$ cat src/rtl/lpg_pkg.sv
// Shared types and constants for the line point generator
package lpg_pkg;

   localparam int LPG_COORD_BITS = 10;
   localparam int LPG_COLOR_BITS = 16;

   typedef enum logic {
      ACT_START = 1'b0,
      ACT_NEXT  = 1'b1
   } lpg_action_type;

   typedef enum logic [2:0] {
      ST_IDLE,
      ST_MULT,
      ST_DIV_START,
      ST_DIV_WAIT,
      ST_EMIT
   } lpg_state_type;

endpackage

$ cat src/rtl/lpg_divider.sv
// Iterative radix-2 restoring divider, one quotient bit per cycle
module lpg_divider #(
   parameter int DIVIDEND_BITS = 2 * lpg_pkg::LPG_COORD_BITS,
   parameter int DIVISOR_BITS  = lpg_pkg::LPG_COORD_BITS
) (
   input  logic                     clock,
   input  logic                     reset,
   input  logic                     start,
   input  logic [DIVIDEND_BITS-1:0] dividend,
   input  logic [DIVISOR_BITS-1:0]  divisor,
   output logic [DIVIDEND_BITS-1:0] quotient,
   output logic                     done
);

   localparam int CountBits = $clog2(DIVIDEND_BITS + 1);

   logic [DIVIDEND_BITS-1:0] quo_ff, quo_in;
   logic [DIVISOR_BITS-1:0]  rem_ff, rem_in;
   logic [DIVISOR_BITS-1:0]  dsr_ff;
   logic [CountBits-1:0]     count_ff;
   logic                     busy_ff;
   logic                     done_ff;
   logic [DIVISOR_BITS:0]    shifted;
   logic [DIVISOR_BITS+1:0]  diff;
   logic                     fits;

   always_comb begin
      shifted = {rem_ff, quo_ff[DIVIDEND_BITS-1]};
      diff    = {1'b0, shifted} - {2'b00, dsr_ff};
      fits    = ~diff[DIVISOR_BITS+1];
      rem_in  = fits ? diff[DIVISOR_BITS-1:0] : shifted[DIVISOR_BITS-1:0];
      quo_in  = {quo_ff[DIVIDEND_BITS-2:0], fits};
   end

   always_ff @(posedge clock) begin
      if (reset) begin
         busy_ff  <= 1'b0;
         done_ff  <= 1'b0;
         count_ff <= '0;
      end else begin
         done_ff <= busy_ff && (count_ff == CountBits'(1));
         if (start) begin
            busy_ff  <= 1'b1;
            count_ff <= CountBits'(DIVIDEND_BITS);
         end else if (busy_ff) begin
            count_ff <= count_ff - CountBits'(1);
            if (count_ff == CountBits'(1)) begin
               busy_ff <= 1'b0;
            end
         end
      end
   end

   always_ff @(posedge clock) begin
      if (start) begin
         quo_ff <= dividend;
         rem_ff <= '0;
         dsr_ff <= divisor;
      end else if (busy_ff) begin
         quo_ff <= quo_in;
         rem_ff <= rem_in;
      end
   end

   assign quotient = quo_ff;
   assign done     = done_ff;

endmodule

$ cat src/rtl/line_point_generator.sv
// Flow: a start item is taken while idle and gives no result. A next item, while a line is
// pending, passes through ST_MULT, ST_DIV_START, ST_DIV_WAIT (bit-serial divider) and ST_EMIT
// into the output register; ST_MULT goes straight to ST_EMIT when both endpoints match.
// ST_EMIT holds while rsp_tready is low, and a new next item waits until the point is loaded;
// req_tready is low while a point is being worked out. Start items: one a cycle while idle.
// Reset: synchronous, clears the pending line and the output valid.
module line_point_generator #(
   parameter int  COORD_BITS = lpg_pkg::LPG_COORD_BITS,
   localparam int REQ_BITS   = ((4 * COORD_BITS + lpg_pkg::LPG_COLOR_BITS + 7) / 8) * 8,
   localparam int RSP_BITS   = ((2 * COORD_BITS + lpg_pkg::LPG_COLOR_BITS + 7) / 8) * 8
) (
   input  logic                clock,
   input  logic                reset,
   input  logic                req_tvalid,
   output logic                req_tready,
   // x_start, y_start, x_end, y_end, pen_color
   input  logic [REQ_BITS-1:0] req_tdata,
   // action
   input  logic                req_tuser,
   output logic                rsp_tvalid,
   input  logic                rsp_tready,
   // point_x, point_y, pixel_colour
   output logic [RSP_BITS-1:0] rsp_tdata,
   output logic                rsp_tlast
);

   import lpg_pkg::*;

   localparam int ProdBits = 2 * COORD_BITS + 2;
   localparam int MagBits  = 2 * COORD_BITS;

   lpg_state_type state_ff, state_in;

   logic                         line_active_ff;
   logic                         y_major_ff;
   logic [COORD_BITS-1:0]        major_origin_ff;
   logic [COORD_BITS-1:0]        major_current_ff;
   logic [COORD_BITS-1:0]        major_span_ff;
   logic [COORD_BITS-1:0]        minor_origin_ff;
   logic signed [COORD_BITS:0]   minor_delta_ff;
   logic [LPG_COLOR_BITS-1:0]    line_color_ff;
   logic signed [ProdBits-1:0]   product_ff;
   logic                         rsp_valid_ff;
   logic [RSP_BITS-1:0]          rsp_data_ff, rsp_data_in;
   logic                         rsp_last_ff;

   logic [COORD_BITS-1:0]        x_start, y_start, x_end, y_end;
   logic [LPG_COLOR_BITS-1:0]    pen_color;
   logic signed [COORD_BITS:0]   dx, dy, delta_in;
   logic [COORD_BITS-1:0]        adx, ady;
   logic                         y_major_in;
   logic [COORD_BITS-1:0]        ma, mb, na, nb;
   logic [COORD_BITS-1:0]        near_major, far_major, near_minor, far_minor;

   logic                         start_accept;
   logic                         next_accept;
   logic                         div_start;
   logic                         emit_load;
   logic                         span_zero;
   logic [COORD_BITS-1:0]        offset;
   logic signed [ProdBits-1:0]   product_in;
   logic                         prod_neg;
   logic [ProdBits-1:0]          prod_abs;
   logic [MagBits-1:0]           quotient;
   logic                         div_done;
   logic [COORD_BITS-1:0]        q_lo, q_signed, minor_point;
   logic                         last_in;

   assign x_start   = req_tdata[COORD_BITS-1:0];
   assign y_start   = req_tdata[2*COORD_BITS-1:COORD_BITS];
   assign x_end     = req_tdata[3*COORD_BITS-1:2*COORD_BITS];
   assign y_end     = req_tdata[4*COORD_BITS-1:3*COORD_BITS];
   assign pen_color = req_tdata[4*COORD_BITS+LPG_COLOR_BITS-1:4*COORD_BITS];

   // endpoint ordering on a start item
   always_comb begin
      dx         = $signed({1'b0, x_end}) - $signed({1'b0, x_start});
      dy         = $signed({1'b0, y_end}) - $signed({1'b0, y_start});
      adx        = dx[COORD_BITS] ? COORD_BITS'(-dx) : dx[COORD_BITS-1:0];
      ady        = dy[COORD_BITS] ? COORD_BITS'(-dy) : dy[COORD_BITS-1:0];
      y_major_in = ady > adx;
      ma         = y_major_in ? y_start : x_start;
      mb         = y_major_in ? y_end   : x_end;
      na         = y_major_in ? x_start : y_start;
      nb         = y_major_in ? x_end   : y_end;
      if (ma > mb) begin
         near_major = mb;
         far_major  = ma;
         near_minor = nb;
         far_minor  = na;
      end else begin
         near_major = ma;
         far_major  = mb;
         near_minor = na;
         far_minor  = nb;
      end
      delta_in = $signed({1'b0, far_minor}) - $signed({1'b0, near_minor});
   end

   assign start_accept = req_tvalid && req_tready && (req_tuser == ACT_START);
   assign next_accept  = req_tvalid && req_tready && (req_tuser == ACT_NEXT);

   assign offset     = major_current_ff - major_origin_ff;
   assign span_zero  = (major_span_ff == '0);
   assign product_in = $signed({1'b0, offset}) * minor_delta_ff;
   assign prod_neg   = product_ff[ProdBits-1];
   assign prod_abs   = prod_neg ? ProdBits'(-product_ff) : ProdBits'(product_ff);

   lpg_divider #(
      .DIVIDEND_BITS(MagBits),
      .DIVISOR_BITS (COORD_BITS)
   ) u_divider (
      .clock   (clock),
      .reset   (reset),
      .start   (div_start),
      .dividend(prod_abs[MagBits-1:0]),
      .divisor (major_span_ff),
      .quotient(quotient),
      .done    (div_done)
   );

   always_comb begin
      q_lo        = span_zero ? '0 : quotient[COORD_BITS-1:0];
      q_signed    = prod_neg ? COORD_BITS'(-q_lo) : q_lo;
      minor_point = minor_origin_ff + q_signed;
      last_in     = offset >= major_span_ff;
      rsp_data_in = '0;
      if (y_major_ff) begin
         rsp_data_in[COORD_BITS-1:0]            = minor_point;
         rsp_data_in[2*COORD_BITS-1:COORD_BITS] = major_current_ff;
      end else begin
         rsp_data_in[COORD_BITS-1:0]            = major_current_ff;
         rsp_data_in[2*COORD_BITS-1:COORD_BITS] = minor_point;
      end
      rsp_data_in[2*COORD_BITS+LPG_COLOR_BITS-1:2*COORD_BITS] = line_color_ff;
   end

   // next state
   always_comb begin
      state_in = state_ff;
      unique case (state_ff)
         ST_IDLE: begin
            if (next_accept && line_active_ff) begin
               state_in = ST_MULT;
            end
         end
         ST_MULT: begin
            state_in = span_zero ? ST_EMIT : ST_DIV_START;
         end
         ST_DIV_START: begin
            state_in = ST_DIV_WAIT;
         end
         ST_DIV_WAIT: begin
            if (div_done) begin
               state_in = ST_EMIT;
            end
         end
         ST_EMIT: begin
            if (!rsp_valid_ff || rsp_tready) begin
               state_in = ST_IDLE;
            end
         end
         default: begin
            state_in = ST_IDLE;
         end
      endcase
   end

   // sequencer outputs
   always_comb begin
      req_tready = 1'b0;
      div_start  = 1'b0;
      emit_load  = 1'b0;
      unique case (state_ff)
         ST_IDLE:      req_tready = 1'b1;
         ST_DIV_START: div_start  = 1'b1;
         ST_EMIT:      emit_load  = !rsp_valid_ff || rsp_tready;
         default:      ;
      endcase
   end

   always_ff @(posedge clock) begin
      if (reset) begin
         state_ff       <= ST_IDLE;
         line_active_ff <= 1'b0;
         rsp_valid_ff   <= 1'b0;
      end else begin
         state_ff <= state_in;
         if (start_accept) begin
            line_active_ff <= 1'b1;
         end else if (emit_load && last_in) begin
            line_active_ff <= 1'b0;
         end
         if (emit_load) begin
            rsp_valid_ff <= 1'b1;
         end else if (rsp_tready) begin
            rsp_valid_ff <= 1'b0;
         end
      end
   end

   always_ff @(posedge clock) begin
      if (start_accept) begin
         y_major_ff       <= y_major_in;
         major_origin_ff  <= near_major;
         major_current_ff <= near_major;
         major_span_ff    <= far_major - near_major;
         minor_origin_ff  <= near_minor;
         minor_delta_ff   <= delta_in;
         line_color_ff    <= pen_color;
      end else if (emit_load && !last_in) begin
         major_current_ff <= major_current_ff + COORD_BITS'(1);
      end
      if (state_ff == ST_MULT) begin
         product_ff <= product_in;
      end
      if (emit_load) begin
         rsp_data_ff <= rsp_data_in;
         rsp_last_ff <= last_in;
      end
   end

   assign rsp_tvalid = rsp_valid_ff;
   assign rsp_tdata  = rsp_data_ff;
   assign rsp_tlast  = rsp_last_ff;

endmodule

$ cat config.mk
export PLATFORM = sky130hd
export DESIGN_NAME = line_point_generator
export DESIGN_NICKNAME = d
export VERILOG_FILES = /design/src/rtl/lpg_pkg.sv /design/src/rtl/lpg_divider.sv /design/src/rtl/line_point_generator.sv
export SDC_FILE = /design/constraint.sdc
export NUM_CORES = 1
export LEC_CHECK = 0
export ABC_AREA = 1
export BUFFER_PORTS_ARGS = -buffer_cell sky130_fd_sc_hd__buf_2
export CAP_MARGIN = 20
export CORE_MARGIN = 2
export CORE_UTILIZATION = 57
export DETAILED_ROUTE_END_ITERATION = 7
export GPL_TIMING_DRIVEN = 0
export PLACE_DENSITY = 0.79
export SYNTH_ARGS = -nofsm -noshare
export SYNTH_HDL_FRONTEND = slang
export SYNTH_HIERARCHICAL = 1
export SYNTH_SLANG_ARGS = --single-unit
$ cat constraint.sdc
create_clock -name clock -period 7.53 [get_ports clock]
set_input_delay 1.1295 -clock clock [delete_from_list [all_inputs] [get_ports clock]]
set_output_delay 1.1295 -clock clock [all_outputs]
set_load 0.01 [all_outputs]
== Yosys cells after proc, flatten, opt, wreduce, memory -nomap -nowiden ==
Cells that the tools add are included.

* Memories: 0
* Input bits: 61
* Flip-flop bits (word level): 179
* Bits in latches: 0
* Output and inout bits: 43
* Memory bits (read-only): 0
* Logic and storage cells: 101
* Memory bits (writable): 0

* Div/mod/pow operators: 0
* Equal/unequal tests: 8
* Shifts and indexed selects: 0
* Reduce and logical (&&, ||, !) cells: 18
* $lt $le $gt $ge: 3
* Bitwise operators: 2
* Add/sub/neg operators: 13
* $mul: 1
* Multiplexer cells: 36

{| class="wikitable"
|+ Operator list
! kind !! count
|-
| 10-bit 2-to-1 mux || 15
|-
| 20-bit 2-to-1 mux || 4
|-
| 10-bit by 10-bit subtractor with 11-bit output || 3
|-
| 10-bit negator || 3
|-
| 11-bit by 11-bit multiplier with 22-bit output || 1
|-
| 10-bit > comparator || 2
|-
| 20-bit negator || 1
|-
| 10-bit subtractor || 2
|-
| 3-bit case mux with 5 select lines || 1
|-
| 3-bit 2-to-1 mux || 4
|-
| 11-bit by 10-bit subtractor with 12-bit output || 1
|-
| 10-bit by 1-bit adder with 10-bit output (second input constant) || 1
|-
| 10-bit adder || 1
|-
| 10-bit >= comparator || 1
|-
| 10-bit zero test || 1
|-
| 1-bit 2-to-1 mux || 10
|-
| 5-bit 2-to-1 mux || 2
|-
| 2-bit nonzero test || 4
|-
| 1-bit logical AND || 7
|-
| 3-bit by 2-bit equality test with 1-bit output (second input constant) || 2
|-
| 5-bit by 1-bit equality test with 1-bit output (second input constant) || 1
|-
| 5-bit by 1-bit subtractor with 5-bit output (second input constant) || 1
|-
| 2-bit != test (second input constant) || 2
|-
| 3-bit by 1-bit equality test with 1-bit output (second input constant) || 1
|-
| 8 further kinds || 10
|}

== Longest topological paths before layout ==
* Word-level depth: 8
* Depth in mapped cells: 53
* Depth with buffers taken out: 50

== Modules after synthesis ==
Netlist, hierarchy kept.

{| class="wikitable"
|+ By module, submodules not included
! module !! times used !! cells each !! area an instance (um2)
|-
| line_point_generator || 1 || 1621 || 13280.2
|-
| lpg_divider || 1 || 319 || 2481.1
|}

== Worst setup path before layout ==
No wires, ideal clock.

* Kind: in2reg
* From: input req_tdata[20]
* To: register minor_delta_ff[9] (data pin)
* Path buffers: 5
* Arrival time: 7.700 ns
* Setup slack: -0.427 ns
* Cell stages on the path: 44
* Required time: 7.273 ns
* Cell sequence: inv_1 > ha_1 > fa_1 > o21ai_0 > a21oi_1 > o21bai_1 > a21oi_1 > o21bai_1 > nand2_1 > nand2_1 > a21oi_1 > nand2_1 > xor2_1 > inv_1 > ha_1 > nand2_2 > inv_1 > a21oi_1 > [8 not listed] > nor4_1 > nand3_4 > nand2_4 > buf_6 > clkbuf_1 > o21ai_0 > ha_1 > nand2_1 > nor2_1 > a211oi_1 > o21ai_0 > a21oi_1 > inv_1 > a21oi_1 > nor2_1 > o21ai_0 > nand2_1 > xor2_1

* Word-level cells in the longest chain between the ends: 8
* Elaborated cells between the ends (all ways): 12
* Classes of those cells: add/sub (3); order compare (2); mux (7)

{| class="wikitable"
|+ RTL lines
! element !! line !! RTL
|-
| start, declared || line_point_generator.sv:17 || <nowiki>input logic [REQ_BITS-1:0] req_tdata,</nowiki>
|-
| 10-bit by 10-bit subtractor with 11-bit output || line_point_generator.sv:77 || <nowiki>dx = $signed({1'b0, x_end}) - $signed({1'b0, x_start});</nowiki>
|-
| 10-bit negator || line_point_generator.sv:79 || <nowiki>adx = dx[COORD_BITS] ? COORD_BITS'(-dx) : dx[COORD_BITS-1:0];</nowiki>
|-
| 10-bit 2-to-1 mux || line_point_generator.sv:79 ||
|-
| 10-bit > comparator || line_point_generator.sv:81 || <nowiki>y_major_in = ady > adx;</nowiki>
|-
| 10-bit 2-to-1 mux (on tied branches) || line_point_generator.sv:82, line_point_generator.sv:83 ||
|-
| 10-bit > comparator || line_point_generator.sv:86 || <nowiki>if (ma > mb) begin</nowiki>
|-
| 10-bit 2-to-1 mux || line_point_generator.sv:86 ||
|-
| 10-bit by 10-bit subtractor with 11-bit output (*) || line_point_generator.sv:97 || <nowiki>delta_in = $signed({1'b0, far_minor}) - $signed({1'b0, near_minor});</nowiki>
|-
| net delta_in[9] || line_point_generator.sv:49 || <nowiki>logic signed [COORD_BITS:0] dx, dy, delta_in;</nowiki>
|-
| end signal, assigned || line_point_generator.sv:209 || <nowiki>minor_delta_ff <= delta_in;</nowiki>
|-
| end, declared || line_point_generator.sv:40 || <nowiki>logic signed [COORD_BITS:0] minor_delta_ff;</nowiki>
|}

Mark *: on every way through the listed nets, which the timed path passes. The rest lies on a longest branch.
A chain may end at the register's enable or synchronous reset.

== Worst setup path after layout ==
* From: input req_tdata[2]
* To: register minor_delta_ff[9] (data pin)

* Word-level cells in the longest chain between the ends: 8
* Elaborated cells between the ends (all ways): 12
* Classes of those cells: add/sub (3); order compare (2); mux (7)

{| class="wikitable"
|+ RTL lines
! element !! line !! RTL
|-
| 10-bit by 10-bit subtractor with 11-bit output || line_point_generator.sv:77 ||
|-
| 10-bit negator || line_point_generator.sv:79 ||
|-
| 10-bit 2-to-1 mux || line_point_generator.sv:79 ||
|-
| 10-bit > comparator || line_point_generator.sv:81 ||
|-
| 10-bit 2-to-1 mux (on tied branches) || line_point_generator.sv:82, line_point_generator.sv:83 ||
|-
| 10-bit > comparator || line_point_generator.sv:86 ||
|-
| 10-bit 2-to-1 mux (*) || line_point_generator.sv:86 ||
|-
| net near_minor[0] || line_point_generator.sv:53 || <nowiki>logic [COORD_BITS-1:0] near_major, far_major, near_minor, far_minor;</nowiki>
|-
| 10-bit by 10-bit subtractor with 11-bit output (*) || line_point_generator.sv:97 ||
|-
| net delta_in[9] || line_point_generator.sv:49 ||
|}

Marked as above.

==> results.rst <==
.. list-table::
   :header-rows: 1

   * - Metric
     - Value
   * - Run status
     - finished clean
   * - Setup slack at placement
     - -1.389 ns
   * - Adder and majority cell fraction of the synthesized area
     - 23.08%
   * - Post-synthesis register bit count
     - 178
   * - Launching element type of the critical path
     - input port
   * - Fraction of final layout cells with drive strength greater than 1
     - 16.76%
   * - Vias post-DR
     - 13430
   * - Post-synth EDFFs
     - 156
   * - Placeable core area
     - 27030 µm²
   * - Count of endpoints failing setup in the final report
     - 0
   * - Worst EP arrival
     - 7.61 ns
   * - Number of violations reported at the end of detailed-routing iteration 0
     - 1149
   * - Category of the critical setup timing path
     - in2reg
   * - Netlist area before placement
     - 15760 µm²
   * - Clock root buffer master
     - sky130_fd_sc_hd__clkbuf_16
   * - Synth Warn #
     - 6
   * - Number of I/O pins
     - 104
   * - FMAX
     - 134.9 MHz
   * - Path class of the lowest-slack min-delay path
     - reg2reg
   * - Crit path launch
     - req_tdata[2]
   * - Dominant combinational cell family by area after synthesis
     - adder cells
   * - Global route overflow
     - 0
   * - Overall routing resource usage
     - 26.43%
   * - Mux contribution to synthesized area
     - 0.06351%
   * - Cell family with most CP delay
     - compound AO/OA/AOI/OAI gates
   * - Initial antenna violation count
     - 0
   * - Clock latency at the later pin of the worst-skew pair
     - 0.44 ns
   * - Share of the synthesized area in compound gates (AO/OA/AOI/OAI)
     - 8.319%
   * - Pin count of the biggest net entering global routing
     - 68
   * - Number of clock sinks
     - 178
   * - Global-route wire length before repair
     - 60880 µm
   * - Basic-gate share of the synthesized area counting and, or, nand and nor cells
     - 20.23%
   * - Final hold vios
     - 0
   * - Vert. Die Dim
     - 170.3 µm
   * - Average wire length per cell after detail routing
     - 15.38 µm
   * - Pre-Repair DR Iteration Count
     - 5
   * - Total clock buffers created by CTS
     - 17
   * - Clock transition at path regs
     - 0.08 ns
   * - Half-perimeter wire length after detailed placement
     - 29420 µm
   * - Endpoint class of the critical path
     - flop
   * - Routability congestion estimate from global placement
     - 0.9341
   * - Starting density of the core
     - 58.32%
   * - Synth unique cells
     - 51
   * - Total of buffers placed on input and output ports
     - 99
   * - Layout Skew
     - 0.01178 ns
   * - Standard cell with the maximum stage delay on the critical path
     - sky130_fd_sc_hd__ha_1
   * - Detail Route Antenna Nets
     - 0
   * - Standard-cell rows
     - 60
   * - Die Wd
     - 170.3 µm
   * - Minimum clock period
     - 7.410 ns
   * - Share of synthesized area occupied by flip-flops and latches
     - 32.52%
   * - Number of buffers on the longest clock path
     - 2
   * - Post-synthesis instance total
     - 1940
   * - Clock tree from TritonCTS
     - yes
   * - Htree depth
     - 4
   * - Total die area
     - 29000 µm²
   * - Relative max-transition margin
     - 36.81%
   * - Vias in the first global route
     - 12960
   * - RSZ-0062 raised after global routing
     - yes
   * - Number of buffer and inverter instances along the worst setup path
     - 7
   * - Diodes inserted
     - 0
   * - Final clock period utilization by the worst path
     - 98.41%
   * - Largest stage delay on the critical path
     - 0.35 ns
   * - Pins over their slew limit
     - 0
   * - Critical hold path startpoint
     - line_color_ff[1]
   * - Crit path setup slack, layout
     - 0.1198 ns
   * - Avg Synthesized Cell Area
     - 8.124 µm²
   * - Transition time at the pin with the least slew margin
     - 0.9443 ns
   * - Area added between synthesis and finish
     - 17.89%
   * - Max-cap violations
     - 0
   * - Total wire length
     - 38000 µm
   * - Number of buffers inserted by hold repair at cts
     - 0
   * - Share of flip-flops with an asynchronous set or reset after synthesis
     - 0%
   * - Max FO, Critical Path
     - 10
   * - XOR/XNOR Fraction of Synth Area
     - 5.612%
   * - Via-to-Cell Ratio
     - 5.433
   * - Number of nets in the final layout
     - 2422
   * - R2R Path Start
     - major_current_ff[0]
   * - Critical path required time
     - 7.73 ns
   * - Predominant post-synthesis flop cell
     - sky130_fd_sc_hd__edfxtp_1
   * - Number of remaining DRC errors
     - 0
[final timing paths]
path	end	slack (ns)	depth (start not counted)
setup / recovery	minor_delta_ff[9]	0.12	44
hold / removal	rsp_tdata[21]	0.42	0
setup reg to reg	product_ff[19]	0.33	38
hold reg to reg	rsp_tdata[21]	0.42	0
[Yosys cell counts, types with 2 or more instances]
| cell type | number | area (µm²) |
|---|---|---|
| sky130_fd_sc_hd__a211oi_1 | 5 | 37.54 |
| sky130_fd_sc_hd__xnor2_1 | 31 | 271.5 |
| sky130_fd_sc_hd__o21bai_1 | 14 | 105.1 |
| sky130_fd_sc_hd__clkinv_1 | 5 | 18.77 |
| sky130_fd_sc_hd__nand2_2 | 12 | 75.07 |
| sky130_fd_sc_hd__o21ai_1 | 5 | 25.02 |
| sky130_fd_sc_hd__buf_4 | 6 | 45.04 |
| sky130_fd_sc_hd__nor4_1 | 3 | 18.77 |
| sky130_fd_sc_hd__nand2_1 | 472 | 1772 |
| sky130_fd_sc_hd__a21boi_0 | 2 | 15.01 |
| sky130_fd_sc_hd__inv_1 | 367 | 1378 |
| sky130_fd_sc_hd__dfxtp_1 | 22 | 440.4 |
| sky130_fd_sc_hd__nor2_4 | 3 | 33.78 |
| sky130_fd_sc_hd__nand3_1 | 53 | 265.3 |
| sky130_fd_sc_hd__o31ai_1 | 3 | 22.52 |
| sky130_fd_sc_hd__fa_1 | 78 | 1562 |
| sky130_fd_sc_hd__ha_1 | 166 | 2077 |
| sky130_fd_sc_hd__nand2_4 | 3 | 33.78 |
| sky130_fd_sc_hd__nand4_1 | 18 | 112.6 |
| sky130_fd_sc_hd__nor2_1 | 157 | 589.3 |
| sky130_fd_sc_hd__a21oi_1 | 74 | 370.4 |
| sky130_fd_sc_hd__edfxtp_1 | 156 | 4684 |
| sky130_fd_sc_hd__clkbuf_1 | 26 | 97.59 |
| sky130_fd_sc_hd__or2_2 | 17 | 106.4 |
| sky130_fd_sc_hd__buf_6 | 2 | 22.52 |
| sky130_fd_sc_hd__xor2_1 | 70 | 613.1 |
| sky130_fd_sc_hd__a31oi_1 | 5 | 31.28 |
| sky130_fd_sc_hd__o21ai_0 | 116 | 580.6 |
| sky130_fd_sc_hd__inv_2 | 2 | 7.510 |
| sky130_fd_sc_hd__nor3_1 | 13 | 65.06 |
| sky130_fd_sc_hd__buf_2 | 5 | 25.02 |
| sky130_fd_sc_hd__a21o_1 | 3 | 22.52 |
| sky130_fd_sc_hd__nand3_2 | 6 | 60.06 |
| sky130_fd_sc_hd__o211ai_1 | 3 | 22.52 |
[worst register-to-register path: cells and delay by family, from the launching register on]
kind,cells,cell delay (ns)
buffers and inverters,7,0.48
flip-flops,1,0.46
adder cells (fa/ha/maj),8,3.36
AO/OA/AOI/OAI,7,0.99
XOR/XNOR,1,0.26
AND/OR/NAND/NOR,15,1.47
[flip-flops by register name (all words and copies together) (netlist names), 3 cells and up]
name and count:
state_ff 3, u_divider/rem_ff 10, minor_delta_ff 11, major_origin_ff 10
u_divider/dsr_ff 10, u_divider/count_ff 5, major_current_ff 10, product_ff 21
line_color_ff 16, u_divider/quotient 20, minor_origin_ff 10, major_span_ff 10
rsp_tdata 36
[area by class of cell]
cell class	count	area (µm²)
Inverter	375	1415
Clock buffer	17	425.4
Timing Repair Buffer	155	1001
Sequential cell	178	5125
Buffer	38	271.5
Fill cell	2033	8444
Clock inverter	15	216.5
Tap cell	341	426.7
Multi-Input combinational cell	1352	9701
[per-layer routing]
metal | global-route usage [%] | vias up | part of all wire [%]
met5 | 0 | - | 0
met4 | 9.588 | 0 | 3.3
met3 | 3.628 | 98 | 5.9
met2 | 45.44 | 493 | 49
met1 | 34.16 | 6320 | 42
li1 | - | 6515 | -
[what timing repair did]
item | 4_1_cts | 5_1_grt
pin swaps | 23 | 57
gates cloned | 0 | 4
setup endpoints to repair | 11 | 12
gates resized for setup | 52 | 123
buffers inserted | 15 | 35
[stage by stage]
stage / std cells / hold WS, ns / instance area, µm² / util (%) / setup TNS, ns
after global routing: 2471 / 0.4279 / 18580 / 68.75 / -0.3104
after global placement: 2383 / 0.4007 / 16750 / 61.98 / -8.807
after detailed placement: 2386 / 0.4045 / 16810 / 62.20 / -10.57
final: 2471 / 0.4214 / 18580 / 68.75 / 0
after floorplan: 1943 / 0.4003 / 15830 / - / 0
after CTS: 2433 / 0.4234 / 17730 / 65.62 / 0
[logic make-up after synthesis]
| logic type | count (synthesis) |
|---|---|
| adder cells (fa/ha/maj) | 244 |
| AND/OR/NAND/NOR | 763 |
| XOR/XNOR | 101 |
| AO/OA/AOI/OAI | 238 |
| buffers and inverters | 414 |
| multiplexers | 1 |
| other | 1 |
| flip-flops | 178 |
[layout by cell type (no fill, tap or decap), types with 5 or more instances in the layout]
cell type	n
sky130_fd_sc_hd__a21oi_1	64
sky130_fd_sc_hd__a21oi_2	10
sky130_fd_sc_hd__a31oi_1	5
sky130_fd_sc_hd__buf_2	97
sky130_fd_sc_hd__buf_4	56
sky130_fd_sc_hd__buf_6	5
sky130_fd_sc_hd__buf_8	7
sky130_fd_sc_hd__clkbuf_1	22
sky130_fd_sc_hd__clkbuf_16	20
sky130_fd_sc_hd__clkinv_1	5
sky130_fd_sc_hd__clkinv_8	6
sky130_fd_sc_hd__dfxtp_1	22
sky130_fd_sc_hd__edfxtp_1	156
sky130_fd_sc_hd__fa_1	75
sky130_fd_sc_hd__ha_1	146
sky130_fd_sc_hd__ha_4	16
sky130_fd_sc_hd__inv_1	357
sky130_fd_sc_hd__inv_12	5
sky130_fd_sc_hd__inv_2	10
sky130_fd_sc_hd__nand2_1	453
sky130_fd_sc_hd__nand2_2	24
sky130_fd_sc_hd__nand2_4	9
sky130_fd_sc_hd__nand3_1	53
sky130_fd_sc_hd__nand4_1	18
sky130_fd_sc_hd__nor2_1	150
sky130_fd_sc_hd__nor2_4	6
sky130_fd_sc_hd__nor3_1	12
sky130_fd_sc_hd__o21ai_0	86
sky130_fd_sc_hd__o21ai_1	14
sky130_fd_sc_hd__o21ai_2	13
sky130_fd_sc_hd__o21ai_4	9
sky130_fd_sc_hd__o21bai_1	12
sky130_fd_sc_hd__or2_2	16
sky130_fd_sc_hd__xnor2_1	31
sky130_fd_sc_hd__xor2_1	66
Power is not shown: default switching activity piles up to over one toggle a cycle in this logic, so the estimate is an artifact.
